[config.mk]
export PLATFORM = sky130hd
export DESIGN_NAME = pesw_dp
export DESIGN_NICKNAME = d
export VERILOG_FILES = /design/src/rtl/core/pesw_pkg.sv /design/src/rtl/core/pesw_dp.sv
export SDC_FILE = /design/constraint.sdc
export NUM_CORES = 2
export LEC_CHECK = 0
export BUFFER_PORTS_ARGS = -buffer_cell sky130_fd_sc_hd__buf_2
export CAP_MARGIN = 5
export CORE_MARGIN = 4
export CORE_UTILIZATION = 45
export DETAILED_ROUTE_END_ITERATION = 12
export HOLD_SLACK_MARGIN = 0.15
export PLACE_DENSITY = 0.71
export SYNTH_ARGS = -nofsm -noshare
export SYNTH_HDL_FRONTEND = slang
export SYNTH_SLANG_ARGS = --single-unit
[constraint.sdc]
create_clock -name aclk -period 22.8 [get_ports aclk]
set_clock_uncertainty 0.15 [all_clocks]
set_input_delay 4.56 -clock aclk [delete_from_list [all_inputs] [get_ports aclk]]
set_output_delay 4.56 -clock aclk [all_outputs]
set_load 0.01 [all_outputs]
[src/rtl/core/pesw_pkg.sv]
// Shared types and constants of the particle Euler step unit.
// Holds field widths, command codes, datapath op codes, FSM states and the
// controller/datapath/configuration structs. No dependencies.
package pesw_pkg;

    localparam int POS_W  = 21;
    localparam int DIR_W  = 16;
    localparam int SPD_W  = 24;
    localparam int DT_W   = 16;
    localparam int WALL_W = 12;
    localparam int DAMP_W = 17;
    localparam int GRAV_W = 24;
    localparam int MUL_W  = 33;
    localparam int PROD_W = 2 * MUL_W;
    localparam int CMD_W  = 2;
    localparam int ADDR_W = 4;
    localparam int DATA_W = 32;

    localparam logic [CMD_W-1:0] CMD_LOAD = 2'd0;
    localparam logic [CMD_W-1:0] CMD_STEP = 2'd1;
    localparam logic [CMD_W-1:0] CMD_GRAV = 2'd2;

    localparam logic [1:0] REG_WIDTH  = 2'd0;
    localparam logic [1:0] REG_HEIGHT = 2'd1;
    localparam logic [1:0] REG_DAMP   = 2'd2;
    localparam logic [1:0] REG_GRAV   = 2'd3;

    localparam logic [WALL_W-1:0] WIDTH_RST  = 12'd800;
    localparam logic [WALL_W-1:0] HEIGHT_RST = 12'd600;
    localparam logic [DAMP_W-1:0] DAMP_RST   = 17'd64225;
    localparam logic [GRAV_W-1:0] GRAV_RST   = 24'd2509;

    typedef enum logic [4:0] {
        OP_IDLE,
        OP_ACCEPT,
        OP_CLAMP,
        OP_MUL_DAMP,
        OP_WR_DAMP,
        OP_MUL_GDT,
        OP_WR_GDT,
        OP_MUL_DXDT,
        OP_MUL_DYDT,
        OP_MUL_SPROD,
        OP_ACC_X,
        OP_ACC_Y,
        OP_POS_X,
        OP_POS_Y,
        OP_MUL_SDX,
        OP_WR_VX,
        OP_MUL_SDY,
        OP_WR_VY,
        OP_MUL_VXX,
        OP_WR_SQ,
        OP_MUL_VYY,
        OP_ADD_SQ,
        OP_SQRT_STEP,
        OP_SPEED,
        OP_DIV_INIT_X,
        OP_DIV_INIT_Y,
        OP_DIV_STEP,
        OP_DIR_X,
        OP_DIR_Y
    } op_t;

    typedef enum logic [4:0] {
        ST_IDLE,
        ST_CLAMP,
        ST_MDAMP,
        ST_WDAMP,
        ST_MGDT,
        ST_WGDT,
        ST_MDXDT,
        ST_MSX,
        ST_ACCX,
        ST_POSX,
        ST_MDYDT,
        ST_MSY,
        ST_ACCY,
        ST_POSY,
        ST_MSDX,
        ST_WVX,
        ST_MSDY,
        ST_WVY,
        ST_MVXX,
        ST_WSQ,
        ST_MVYY,
        ST_ADDSQ,
        ST_SQRT,
        ST_SPEED,
        ST_DIVX_INIT,
        ST_DIVX,
        ST_DIRX,
        ST_DIVY_INIT,
        ST_DIVY,
        ST_DIRY,
        ST_OUT
    } state_t;

    typedef struct packed {
        op_t op;
    } dp_cmd_t;

    typedef struct packed {
        logic [CMD_W-1:0] cmd;
        logic             mag_zero;
    } dp_status_t;

    typedef struct packed {
        logic [WALL_W-1:0] width;
        logic [WALL_W-1:0] height;
        logic [DAMP_W-1:0] damp;
        logic [GRAV_W-1:0] grav;
    } cfg_t;

    typedef struct packed {
        logic [SPD_W-1:0]        speed;
        logic signed [DIR_W-1:0] dir_y;
        logic signed [DIR_W-1:0] dir_x;
        logic signed [POS_W-1:0] pos_y;
        logic signed [POS_W-1:0] pos_x;
        logic [DT_W-1:0]         dt;
    } item_t;

    typedef struct packed {
        logic                    gravity_mode;
        logic                    hit_wall;
        logic [SPD_W-1:0]        speed;
        logic signed [DIR_W-1:0] dir_y;
        logic signed [DIR_W-1:0] dir_x;
        logic signed [POS_W-1:0] pos_y;
        logic signed [POS_W-1:0] pos_x;
    } result_t;

endpackage

[src/rtl/core/pesw_dp.sv]
// Datapath: particle state, one shared 33x33 multiplier, bit-serial square
// root and radix-2 divider, all stepped by op codes. Uses pesw_pkg.
module pesw_dp (
    input  logic                       aclk,
    input  logic                       aresetn,
    input  pesw_pkg::dp_cmd_t          dp_cmd,
    output pesw_pkg::dp_status_t       status,
    input  logic [pesw_pkg::CMD_W-1:0] in_cmd,
    input  pesw_pkg::item_t            item,
    input  pesw_pkg::cfg_t             cfg,
    output pesw_pkg::result_t          result
);
    import pesw_pkg::*;

    logic [CMD_W-1:0]        cmd_reg, cmd_next;
    logic [DT_W-1:0]         dt_reg, dt_next;
    logic signed [POS_W-1:0] pos_x_reg, pos_x_next, pos_y_reg, pos_y_next;
    logic signed [DIR_W-1:0] dir_x_reg, dir_x_next, dir_y_reg, dir_y_next;
    logic [SPD_W-1:0]        speed_reg, speed_next;
    logic                    hit_reg, hit_next, grav_reg, grav_next;
    logic signed [PROD_W-1:0] prod_reg, prod_next;
    logic [39:0]             gdt_reg, gdt_next;
    logic signed [57:0]      acc_reg, acc_next;
    logic signed [30:0]      vx_reg, vx_next, vy_reg, vy_next;
    logic [63:0]             sq_reg, sq_next, sqv_reg, sqv_next;
    logic [63:0]             root_reg, root_next, bit_reg, bit_next;
    logic [15:0]             lo_reg, lo_next, quo_reg, quo_next;
    logic [32:0]             rem_reg, rem_next;
    logic                    neg_reg, neg_next;

    logic signed [MUL_W-1:0] mul_a, mul_b;
    logic                    mul_en;
    logic signed [POS_W-1:0] wx, wy;
    logic                    x_out, y_out;
    logic [41:0]             damp_sum;
    logic signed [57:0]      acc_rnd;
    logic signed [27:0]      step_d;
    logic signed [28:0]      pos_sum;
    logic signed [POS_W-1:0] pos_cur;
    logic signed [POS_W-1:0] pos_sat;
    logic signed [41:0]      v_rnd;
    logic signed [31:0]      v_sh;
    logic [40:0]             g_rnd;
    logic [63:0]             trial;
    logic [32:0]             spd_sum;
    logic signed [30:0]      n_sel;
    logic [29:0]             n_abs;
    logic [47:0]             num;
    logic [32:0]             dvs;
    logic [33:0]             t_div;
    logic                    t_ge;
    logic signed [DIR_W-1:0] q_dir;

    function automatic logic signed [DIR_W-1:0] neg_dir(input logic signed [DIR_W-1:0] d);
        if (d == {1'b1, {(DIR_W-1){1'b0}}}) begin
            return {1'b0, {(DIR_W-1){1'b1}}};
        end
        return -d;
    endfunction

    assign status.cmd      = cmd_reg;
    assign status.mag_zero = (root_reg == 64'd0);

    assign result.pos_x        = pos_x_reg;
    assign result.pos_y        = pos_y_reg;
    assign result.dir_x        = dir_x_reg;
    assign result.dir_y        = dir_y_reg;
    assign result.speed        = speed_reg;
    assign result.hit_wall     = hit_reg;
    assign result.gravity_mode = grav_reg;

    // shared multiplier operands
    always_comb begin
        mul_a  = '0;
        mul_b  = '0;
        mul_en = 1'b1;
        unique case (dp_cmd.op)
            OP_MUL_DAMP: begin
                mul_a = $signed({9'd0, speed_reg});
                mul_b = $signed({16'd0, cfg.damp});
            end
            OP_MUL_GDT: begin
                mul_a = $signed({9'd0, cfg.grav});
                mul_b = $signed({17'd0, dt_reg});
            end
            OP_MUL_DXDT: begin
                mul_a = MUL_W'(dir_x_reg);
                mul_b = $signed({17'd0, dt_reg});
            end
            OP_MUL_DYDT: begin
                mul_a = MUL_W'(dir_y_reg);
                mul_b = $signed({17'd0, dt_reg});
            end
            OP_MUL_SPROD: begin
                mul_a = $signed({9'd0, speed_reg});
                mul_b = prod_reg[MUL_W-1:0];
            end
            OP_MUL_SDX: begin
                mul_a = $signed({9'd0, speed_reg});
                mul_b = MUL_W'(dir_x_reg);
            end
            OP_MUL_SDY: begin
                mul_a = $signed({9'd0, speed_reg});
                mul_b = MUL_W'(dir_y_reg);
            end
            OP_MUL_VXX: begin
                mul_a = MUL_W'(vx_reg);
                mul_b = MUL_W'(vx_reg);
            end
            OP_MUL_VYY: begin
                mul_a = MUL_W'(vy_reg);
                mul_b = MUL_W'(vy_reg);
            end
            default: mul_en = 1'b0;
        endcase
    end

    always_comb begin
        wx      = $signed({1'b0, cfg.width, 8'h00});
        wy      = $signed({1'b0, cfg.height, 8'h00});
        x_out   = pos_x_reg[POS_W-1] || (pos_x_reg > wx);
        y_out   = pos_y_reg[POS_W-1] || (pos_y_reg > wy);
        damp_sum = {1'b0, prod_reg[40:0]} + 42'd32768;
        acc_rnd = acc_reg + 58'sd536870912;
        step_d  = acc_rnd[57:30];
        pos_cur = (dp_cmd.op == OP_POS_Y) ? pos_y_reg : pos_x_reg;
        pos_sum = 29'(pos_cur) + 29'(step_d);
        if (pos_sum > 29'sd1048575) begin
            pos_sat = {1'b0, {(POS_W-1){1'b1}}};
        end else if (pos_sum < -29'sd1048576) begin
            pos_sat = {1'b1, {(POS_W-1){1'b0}}};
        end else begin
            pos_sat = pos_sum[POS_W-1:0];
        end
        v_rnd   = prod_reg[41:0] + 42'sd512;
        v_sh    = v_rnd[41:10];
        g_rnd   = {1'b0, gdt_reg} + 41'd2048;
        trial   = root_reg + bit_reg;
        spd_sum = {1'b0, root_reg[31:0]} + 33'd8;
        n_sel   = (dp_cmd.op == OP_DIV_INIT_Y) ? vy_reg : vx_reg;
        n_abs   = n_sel[30] ? 30'(-n_sel) : n_sel[29:0];
        num     = {3'd0, n_abs, 15'd0} + {17'd0, root_reg[30:0]};
        dvs     = {root_reg[31:0], 1'b0};
        t_div   = {rem_reg, lo_reg[15]};
        t_ge    = (t_div >= {1'b0, dvs});
        q_dir   = neg_reg ? -$signed(quo_reg) : $signed(quo_reg);
    end

    always_comb begin
        cmd_next   = cmd_reg;
        dt_next    = dt_reg;
        pos_x_next = pos_x_reg;
        pos_y_next = pos_y_reg;
        dir_x_next = dir_x_reg;
        dir_y_next = dir_y_reg;
        speed_next = speed_reg;
        hit_next   = hit_reg;
        grav_next  = grav_reg;
        prod_next  = mul_en ? mul_a * mul_b : prod_reg;
        gdt_next   = gdt_reg;
        acc_next   = acc_reg;
        vx_next    = vx_reg;
        vy_next    = vy_reg;
        sq_next    = sq_reg;
        sqv_next   = sqv_reg;
        root_next  = root_reg;
        bit_next   = bit_reg;
        lo_next    = lo_reg;
        quo_next   = quo_reg;
        rem_next   = rem_reg;
        neg_next   = neg_reg;
        unique case (dp_cmd.op)
            OP_ACCEPT: begin
                cmd_next = in_cmd;
                dt_next  = item.dt;
                hit_next = 1'b0;
                if (in_cmd == CMD_LOAD) begin
                    pos_x_next = item.pos_x;
                    pos_y_next = item.pos_y;
                    dir_x_next = item.dir_x;
                    dir_y_next = item.dir_y;
                    speed_next = item.speed;
                end
            end
            OP_CLAMP: begin
                grav_next = (cmd_reg == CMD_GRAV);
                hit_next  = x_out || y_out;
                if (x_out) begin
                    pos_x_next = pos_x_reg[POS_W-1] ? '0 : wx;
                    dir_x_next = neg_dir(dir_x_reg);
                end
                if (y_out) begin
                    pos_y_next = pos_y_reg[POS_W-1] ? '0 : wy;
                    dir_y_next = neg_dir(dir_y_reg);
                end
            end
            OP_WR_DAMP: begin
                if (hit_reg) begin
                    speed_next = (damp_sum[41:40] != 2'd0) ? {SPD_W{1'b1}}
                                                           : damp_sum[39:16];
                end
            end
            OP_WR_GDT: gdt_next = prod_reg[39:0];
            OP_ACC_X:  acc_next = prod_reg[57:0];
            OP_ACC_Y: begin
                acc_next = prod_reg[57:0];
                if (cmd_reg == CMD_GRAV) begin
                    acc_next = prod_reg[57:0] + $signed({4'd0, gdt_reg, 14'd0});
                end
            end
            OP_POS_X:  pos_x_next = pos_sat;
            OP_POS_Y:  pos_y_next = pos_sat;
            OP_WR_VX:  vx_next = v_sh[30:0];
            OP_WR_VY:  vy_next = v_sh[30:0] + $signed({2'd0, g_rnd[40:12]});
            OP_WR_SQ:  sq_next = prod_reg[63:0];
            OP_ADD_SQ: begin
                sqv_next  = sq_reg + prod_reg[63:0];
                root_next = '0;
                bit_next  = 64'd1 << 62;
            end
            OP_SQRT_STEP: begin
                if (sqv_reg >= trial) begin
                    sqv_next  = sqv_reg - trial;
                    root_next = (root_reg >> 1) + bit_reg;
                end else begin
                    root_next = root_reg >> 1;
                end
                bit_next = bit_reg >> 2;
            end
            OP_SPEED: begin
                if (root_reg == 64'd0) begin
                    dir_x_next = '0;
                    dir_y_next = '0;
                    speed_next = '0;
                end else begin
                    speed_next = (spd_sum[32:28] != 5'd0) ? {SPD_W{1'b1}}
                                                          : spd_sum[27:4];
                end
            end
            OP_DIV_INIT_X, OP_DIV_INIT_Y: begin
                neg_next = n_sel[30];
                rem_next = {1'b0, num[47:16]};
                lo_next  = num[15:0];
                quo_next = '0;
            end
            OP_DIV_STEP: begin
                lo_next  = {lo_reg[14:0], 1'b0};
                quo_next = {quo_reg[14:0], t_ge};
                rem_next = t_ge ? 33'(t_div - {1'b0, dvs}) : t_div[32:0];
            end
            OP_DIR_X:  dir_x_next = q_dir;
            OP_DIR_Y:  dir_y_next = q_dir;
            default: begin
            end
        endcase
    end

    always_ff @(posedge aclk) begin
        if (!aresetn) begin
            pos_x_reg <= '0;
            pos_y_reg <= '0;
            dir_x_reg <= '0;
            dir_y_reg <= '0;
            speed_reg <= '0;
            hit_reg   <= 1'b0;
            grav_reg  <= 1'b0;
            cmd_reg   <= CMD_LOAD;
        end else begin
            pos_x_reg <= pos_x_next;
            pos_y_reg <= pos_y_next;
            dir_x_reg <= dir_x_next;
            dir_y_reg <= dir_y_next;
            speed_reg <= speed_next;
            hit_reg   <= hit_next;
            grav_reg  <= grav_next;
            cmd_reg   <= cmd_next;
        end
    end

    always_ff @(posedge aclk) begin
        dt_reg   <= dt_next;
        prod_reg <= prod_next;
        gdt_reg  <= gdt_next;
        acc_reg  <= acc_next;
        vx_reg   <= vx_next;
        vy_reg   <= vy_next;
        sq_reg   <= sq_next;
        sqv_reg  <= sqv_next;
        root_reg <= root_next;
        bit_reg  <= bit_next;
        lo_reg   <= lo_next;
        quo_reg  <= quo_next;
        rem_reg  <= rem_next;
        neg_reg  <= neg_next;
    end

endmodule

Word level (Yosys, flattened, before mapping)
Index checks and enable logic that the tools add are counted.
{ "totals": {"ff_bits": 664, "in_bits": 188} }
{ "op_classes": {"n_reduce_logical": 26, "order_cmp": 6, "add_sub_neg": 18, "muxes": 52, "eq_ne": 37, "multipliers": 1} }
{ "ops": {"columns": ["cell", "n"], "rows": [
  ["64-bit case mux with 2 select lines", 3],
  ["33-bit case mux with 7 select lines", 1],
  ["33-bit case mux with 6 select lines", 1],
  ["16-bit 2-to-1 mux", 10],
  ["21-bit 2-to-1 mux", 7],
  ["64-bit adder", 2],
  ["64-bit 2-to-1 mux", 2],
  ["16-bit case mux with 4 select lines", 2],
  ["21-bit case mux with 3 select lines", 2],
  ["24-bit 2-to-1 mux", 5],
  ["58-bit case mux with 2 select lines", 1],
  ["24-bit case mux with 3 select lines", 1],
  ["33-bit case mux with 2 select lines", 1],
  ["5-bit == test, second input constant", 13],
  ["63-bit by 64-bit adder with 64-bit output", 1],
  ["64-bit >= comparator", 1],
  ["64-bit zero test", 1],
  ["33-bit by 33-bit multiplier with 64-bit output", 1],
  ["16-bit case mux with 2 select lines", 2],
  ["64-bit subtractor", 1],
  ["58-bit by 31-bit adder with 58-bit output, second input constant", 1],
  ["58-bit by 54-bit adder with 58-bit output", 1],
  ["58-bit 2-to-1 mux", 1],
  ["16-bit negation", 3],
  ["other kinds (39)", 76]
]} }

Longest topological paths before layout
{ "depth": {"word_depth": 7, "mapped_depth": 39, "mapped_depth_nobuf": 35} }

Worst setup path after synthesis
OpenSTA, ideal clock, no wires.
{ "synth_timing": {"path_kind": "input to register", "from": "in dp_cmd[2] (netlist bit)", "to": "reg prod_reg[63], data pin", "setup_slack_ns": 8.051, "cell_stages": 34, "arrival_ns": 14.340, "path_buffers": 5, "setup_ns": 0.260, "t_required_ns": 22.390, "cell_sequence": "or3b_4 -> buf_2 -> nor2_1 -> clkbuf_1 -> clkbuf_1 -> a22oi_1 -> and4_1 -> clkbuf_1 -> nor2_1 -> fa_1 -> fa_1 -> fa_1 -> inv_1 -> fa_1 -> inv_1 -> fa_1 -> fa_1 -> fa_1 -> inv_1 -> fa_1 -> inv_1 -> ha_1 -> clkbuf_1 -> a21o_1 -> a21o_1 -> a21oi_1 -> o21ai_0 -> or3_1 -> o22a_1 -> a221o_1 -> a211oi_1 -> nand2_1 -> a31oi_1 -> xnor2_1"} }
{ "synth_via": {"elab_chain_len": 4, "word_cells_on_any_way": 14, "cone_classes": "mul: 1; eq/ne: 9; mux: 2; reduce/logical: 2"} }
{ "synth_rtl": {"columns": ["item", "line", "source"], "rows": [
  ["start, declared", "pesw_dp.sv:6", "input pesw_pkg::dp_cmd_t dp_cmd,"],
  ["5-bit == test (tied with other cells)", "pesw_dp.sv:77", "unique case (dp_cmd.op)"],
  ["4-bit OR reduction (no source line) / 3-bit OR reduction (equally long branches)", null, null],
  ["33-bit case mux with 6 select lines / 33-bit case mux with 7 select lines (equally long branches)", "pesw_dp.sv:77", null],
  ["33-bit by 33-bit multiplier with 64-bit output (*)", "pesw_dp.sv:159", "prod_next = mul_en ? mul_a * mul_b : prod_reg;"],
  ["end signal, assigned", "pesw_dp.sv:282", "prod_reg <= prod_next;"],
  ["end, declared", "pesw_dp.sv:21", "logic signed [PROD_W-1:0] prod_reg, prod_next;"]
]} }
Every way passes the cells marked *; elsewhere a longest branch is shown, timed or not.
A chain may end at the register's enable or synchronous reset.

Worst setup path in the final report
{ "layout_timing": {"from": "in dp_cmd[3] (netlist bit)", "to": "reg prod_reg[63], data pin"} }
Same word-level chain as after synthesis.

==> run_results.csv <==
group,metric,value,unit
clocking,clock_latency,710,ps
route,first_pass_iters,9,
hold_path,worstHoldEndpoint,"cmd_reg[0]",
global_route,grt_pass1_wl,452000,um
hold_path,hold_path_depth,2,
timing,drv_slew,0,
synthesis,ys_types,99,
clocking,root_buffer,"clkbuf_16",
worst_setup_path,end_kind,"flop",
worst_setup_path,slowest_delay,900,ps
die,die-height,440,um
synthesis,yosys_warnings,0,
worst_setup_path,r2r_start,"vy_reg[30]",
place,gp_congestion,1.05,
synthesis,synth_nets,11281,
synthesis,synth_edf_count,501,
route,drc,0,
clocking,clk_pin_slew,60,ps
worst_setup_path,crit_top_cell,"fa_1",
route,dr.first_iter.drc_count,7325,
worst_setup_path,r2r_cells,29,
flow_run,drv_cap,0,
die,dieArea,0.193,mm2
synthesis,synth_xor_area_frac,0.0634,
route,ant_nets,0,
worst_setup_path,path_max_fanout,33,
place,port_buffers,290,
worst_setup_path,cp.required,23070,ps
die,core,0.185,mm2
worst_setup_path,startpoint,"dp_cmd[3]",
timing,finalCritPeriodShare,0.673,
hold_path,worstHoldPathType,"flop to flop",
final_layout,areaGrowthSynthToFinish,8.07,%
global_route,grt_start_max_net_pins,76,
route,wl,304000,um
route,viasPerCell,6.00,
clocking,cts_sinks,603,
worst_setup_path,cp.arrival,15610,ps
worst_setup_path,r2r_slack,11980,ps
timing,setup_violations,0,
die,fp.dieW,440,um
synthesis,syn-cell-area,0.0838,mm2
power_and_ir_drop,p_leak,40.8,nW
worst_setup_path,setup.worst_path.class,"input port to flop",
synthesis,synth_ff_type,"edfxtp_1",
synthesis,muxShareOfSynthArea,0.0104,
die,rows,158,
final_layout,final_cell_mix,"1250 x inv_1, 1089 x fa_1, 1063 x nand2_1, 902 x nor2_1, 583 x ha_1",
timing,tightest_slew,1260,ps
die,pin_count,291,
place,hpwl,241000,um
clocking,cts_resized,0,
synthesis,yosysSeqAreaShare,0.204,
final_layout,fin_area,0.0906,mm2
final_layout,drive_above_1_share,0.0717,
worst_setup_path,r2r_end,"prod_reg[63]",
timing,rsz0062_at_grt,"no",
synthesis,synth_cells,9421,
power_and_ir_drop,peakVddDrop,0.0509,mV
clocking,hold_buffers,0,
synthesis,synthAdderAreaFrac,0.347,
clocking,cts_tree,"done",
synthesis,ys_seq_elements,603,
synthesis,async_flop_share,0,
place,placed_area,0.0881,mm2
final_layout,final_nets,11364,
hold_path,hp-start,"cmd_reg[0]",
clocking,numCtsBuffers,76,
timing,fmax,65.2,MHz
status,status,"finished, final reports clean",
route,dr_total_vias,72317,
worst_setup_path,worst_setup_path_start_kind,"input port",
global_route,gr-total-overflow,0,
timing,hold_viol,0,
timing,finalSetupTns,0,ps
final_layout,final_common_cell,"inv_1",
clocking,htreeDepth,3,
clocking,clockBufferDepth,3,
global_route,grt_antenna_before_repair,11,
synthesis,synth_top_family_by_area,"adder cells",
timing,post-route-min-period,15330,ps
clocking,cts_setup_buffers,0,
worst_setup_path,crit_slowest_cell,"fa_1",
synthesis,synth-compound-area-share,0.143,
die,initial_utilization,0.452,
global_route,grtUsageTotal,0.310,
synthesis,avgSynthCellArea,8.90,um2
synthesis,yosys.area_share.simple,0.156,
global_route,grt_pass1_vias,72242,
timing,max_slew_margin,0.160,
power_and_ir_drop,power_density,38.4,mW/mm2
route,wl_per_cell,25.3,um
worst max path at each step:
stage                    to  slack, ps  cells past startpoint
2_1_floorplan  prod_reg[63]       8050                     34
3_3_place_gp   prod_reg[63]       6950                     33
3_5_place_dp   prod_reg[63]       6860                     33
4_1_cts        prod_reg[63]       7550                     33
5_1_grt        prod_reg[63]       6900                     33
6_report       prod_reg[63]       7470                     33
power breakdown:
| group | switching (W) | total [W] | internal [W] |
|---|---|---|---|
| Clock | 0.000538 | 0.00125 | 0.000716 |
| Sequential | 0.0000741 | 0.00132 | 0.00125 |
| Combinational | 0.000574 | 0.000900 | 0.000326 |
per-layer routing:
metal / GRT usage / up-vias / wire length [um]
li1: - / 31861 / -
met2: 0.471 / 3877 / 133000
met4: 0.180 / 6 / 21900
met3: 0.0767 / 937 / 32100
met1: 0.402 / 35636 / 117000
met5: 0 / - / 44
stage by stage:
| stage | hold slack, ps | setup WS [ps] | cells | utilization | power, W |
|---|---|---|---|---|---|
| floorplan | 283 | 8050 | 9421 | - | 0.00190 |
| global placement | 303 | 6950 | 11906 | 0.475 | 0.00221 |
| detailed placement | 322 | 6860 | 11906 | 0.475 | 0.00222 |
| CTS | 331 | 7550 | 12042 | 0.489 | 0.00348 |
| global route | 356 | 6900 | 12044 | 0.489 | 0.00362 |
| finish | 329 | 7470 | 12047 | 0.489 | 0.00348 |
worst max-delay path: cells and delay by family:
family,cells,cell delay [ps]
buffers and inverters,8,1420
and+or+nand+nor,6,2140
adders and majority gates,9,5000
xor gates and xnor gates,1,80
AOI/OAI and AO/OA,9,2330
synth_stat cells (40+ instances only):
master    instances  share of area
a31oi_1          90         0.0067
o21ai_0         350          0.021
mux2i_1          60         0.0072
nor3_1          126         0.0075
nand2_1        1065          0.048
a21oi_1         554          0.033
xnor2_1         381          0.040
o21bai_1         63         0.0056
nand3_1         195          0.012
a22oi_1          73         0.0065
xor2_1          223          0.023
nand2b_1         55         0.0041
o21a_1           54         0.0048
nor2b_1          58         0.0043
fa_1           1089           0.26
a21o_1          192          0.017
or3_1            40         0.0030
ha_1            583          0.087
and3_1           79         0.0059
a211oi_1         96         0.0086
clkbuf_1        403          0.018
nor4_1           47         0.0035
nand4_1         115         0.0086
dfxtp_1         102          0.024
nor2_1          915          0.041
edfxtp_1        501           0.18
and2_1           89         0.0066
inv_1          1250          0.056
area by class of cell:
type,instances,area (um2)
well taps,2480,3100
inverters,1254,4710
multi-input cells,7126,60600
clock buffers,95,2080
fillers,17556,94800
repair buffers,443,2600
clock inverters,41,402
diodes,5,12.5
flip-flops and latches,603,17100
kinds of logic (layout without fill, tap and decap cells):
kind of cell             count (synthesis)  count (layout)
AO/OA/AOI/OAI                         1858            1858
XOR/XNOR                               605             605
adder cells (fa/ha/maj)               1672            1672
buffers and inverters                 1692            1833
flip-flops                             603             603
multiplexers                            84              84
other                                    0               5
AND/OR/NAND/NOR                       2907            2907
Power figures use the tool's default switching activity.
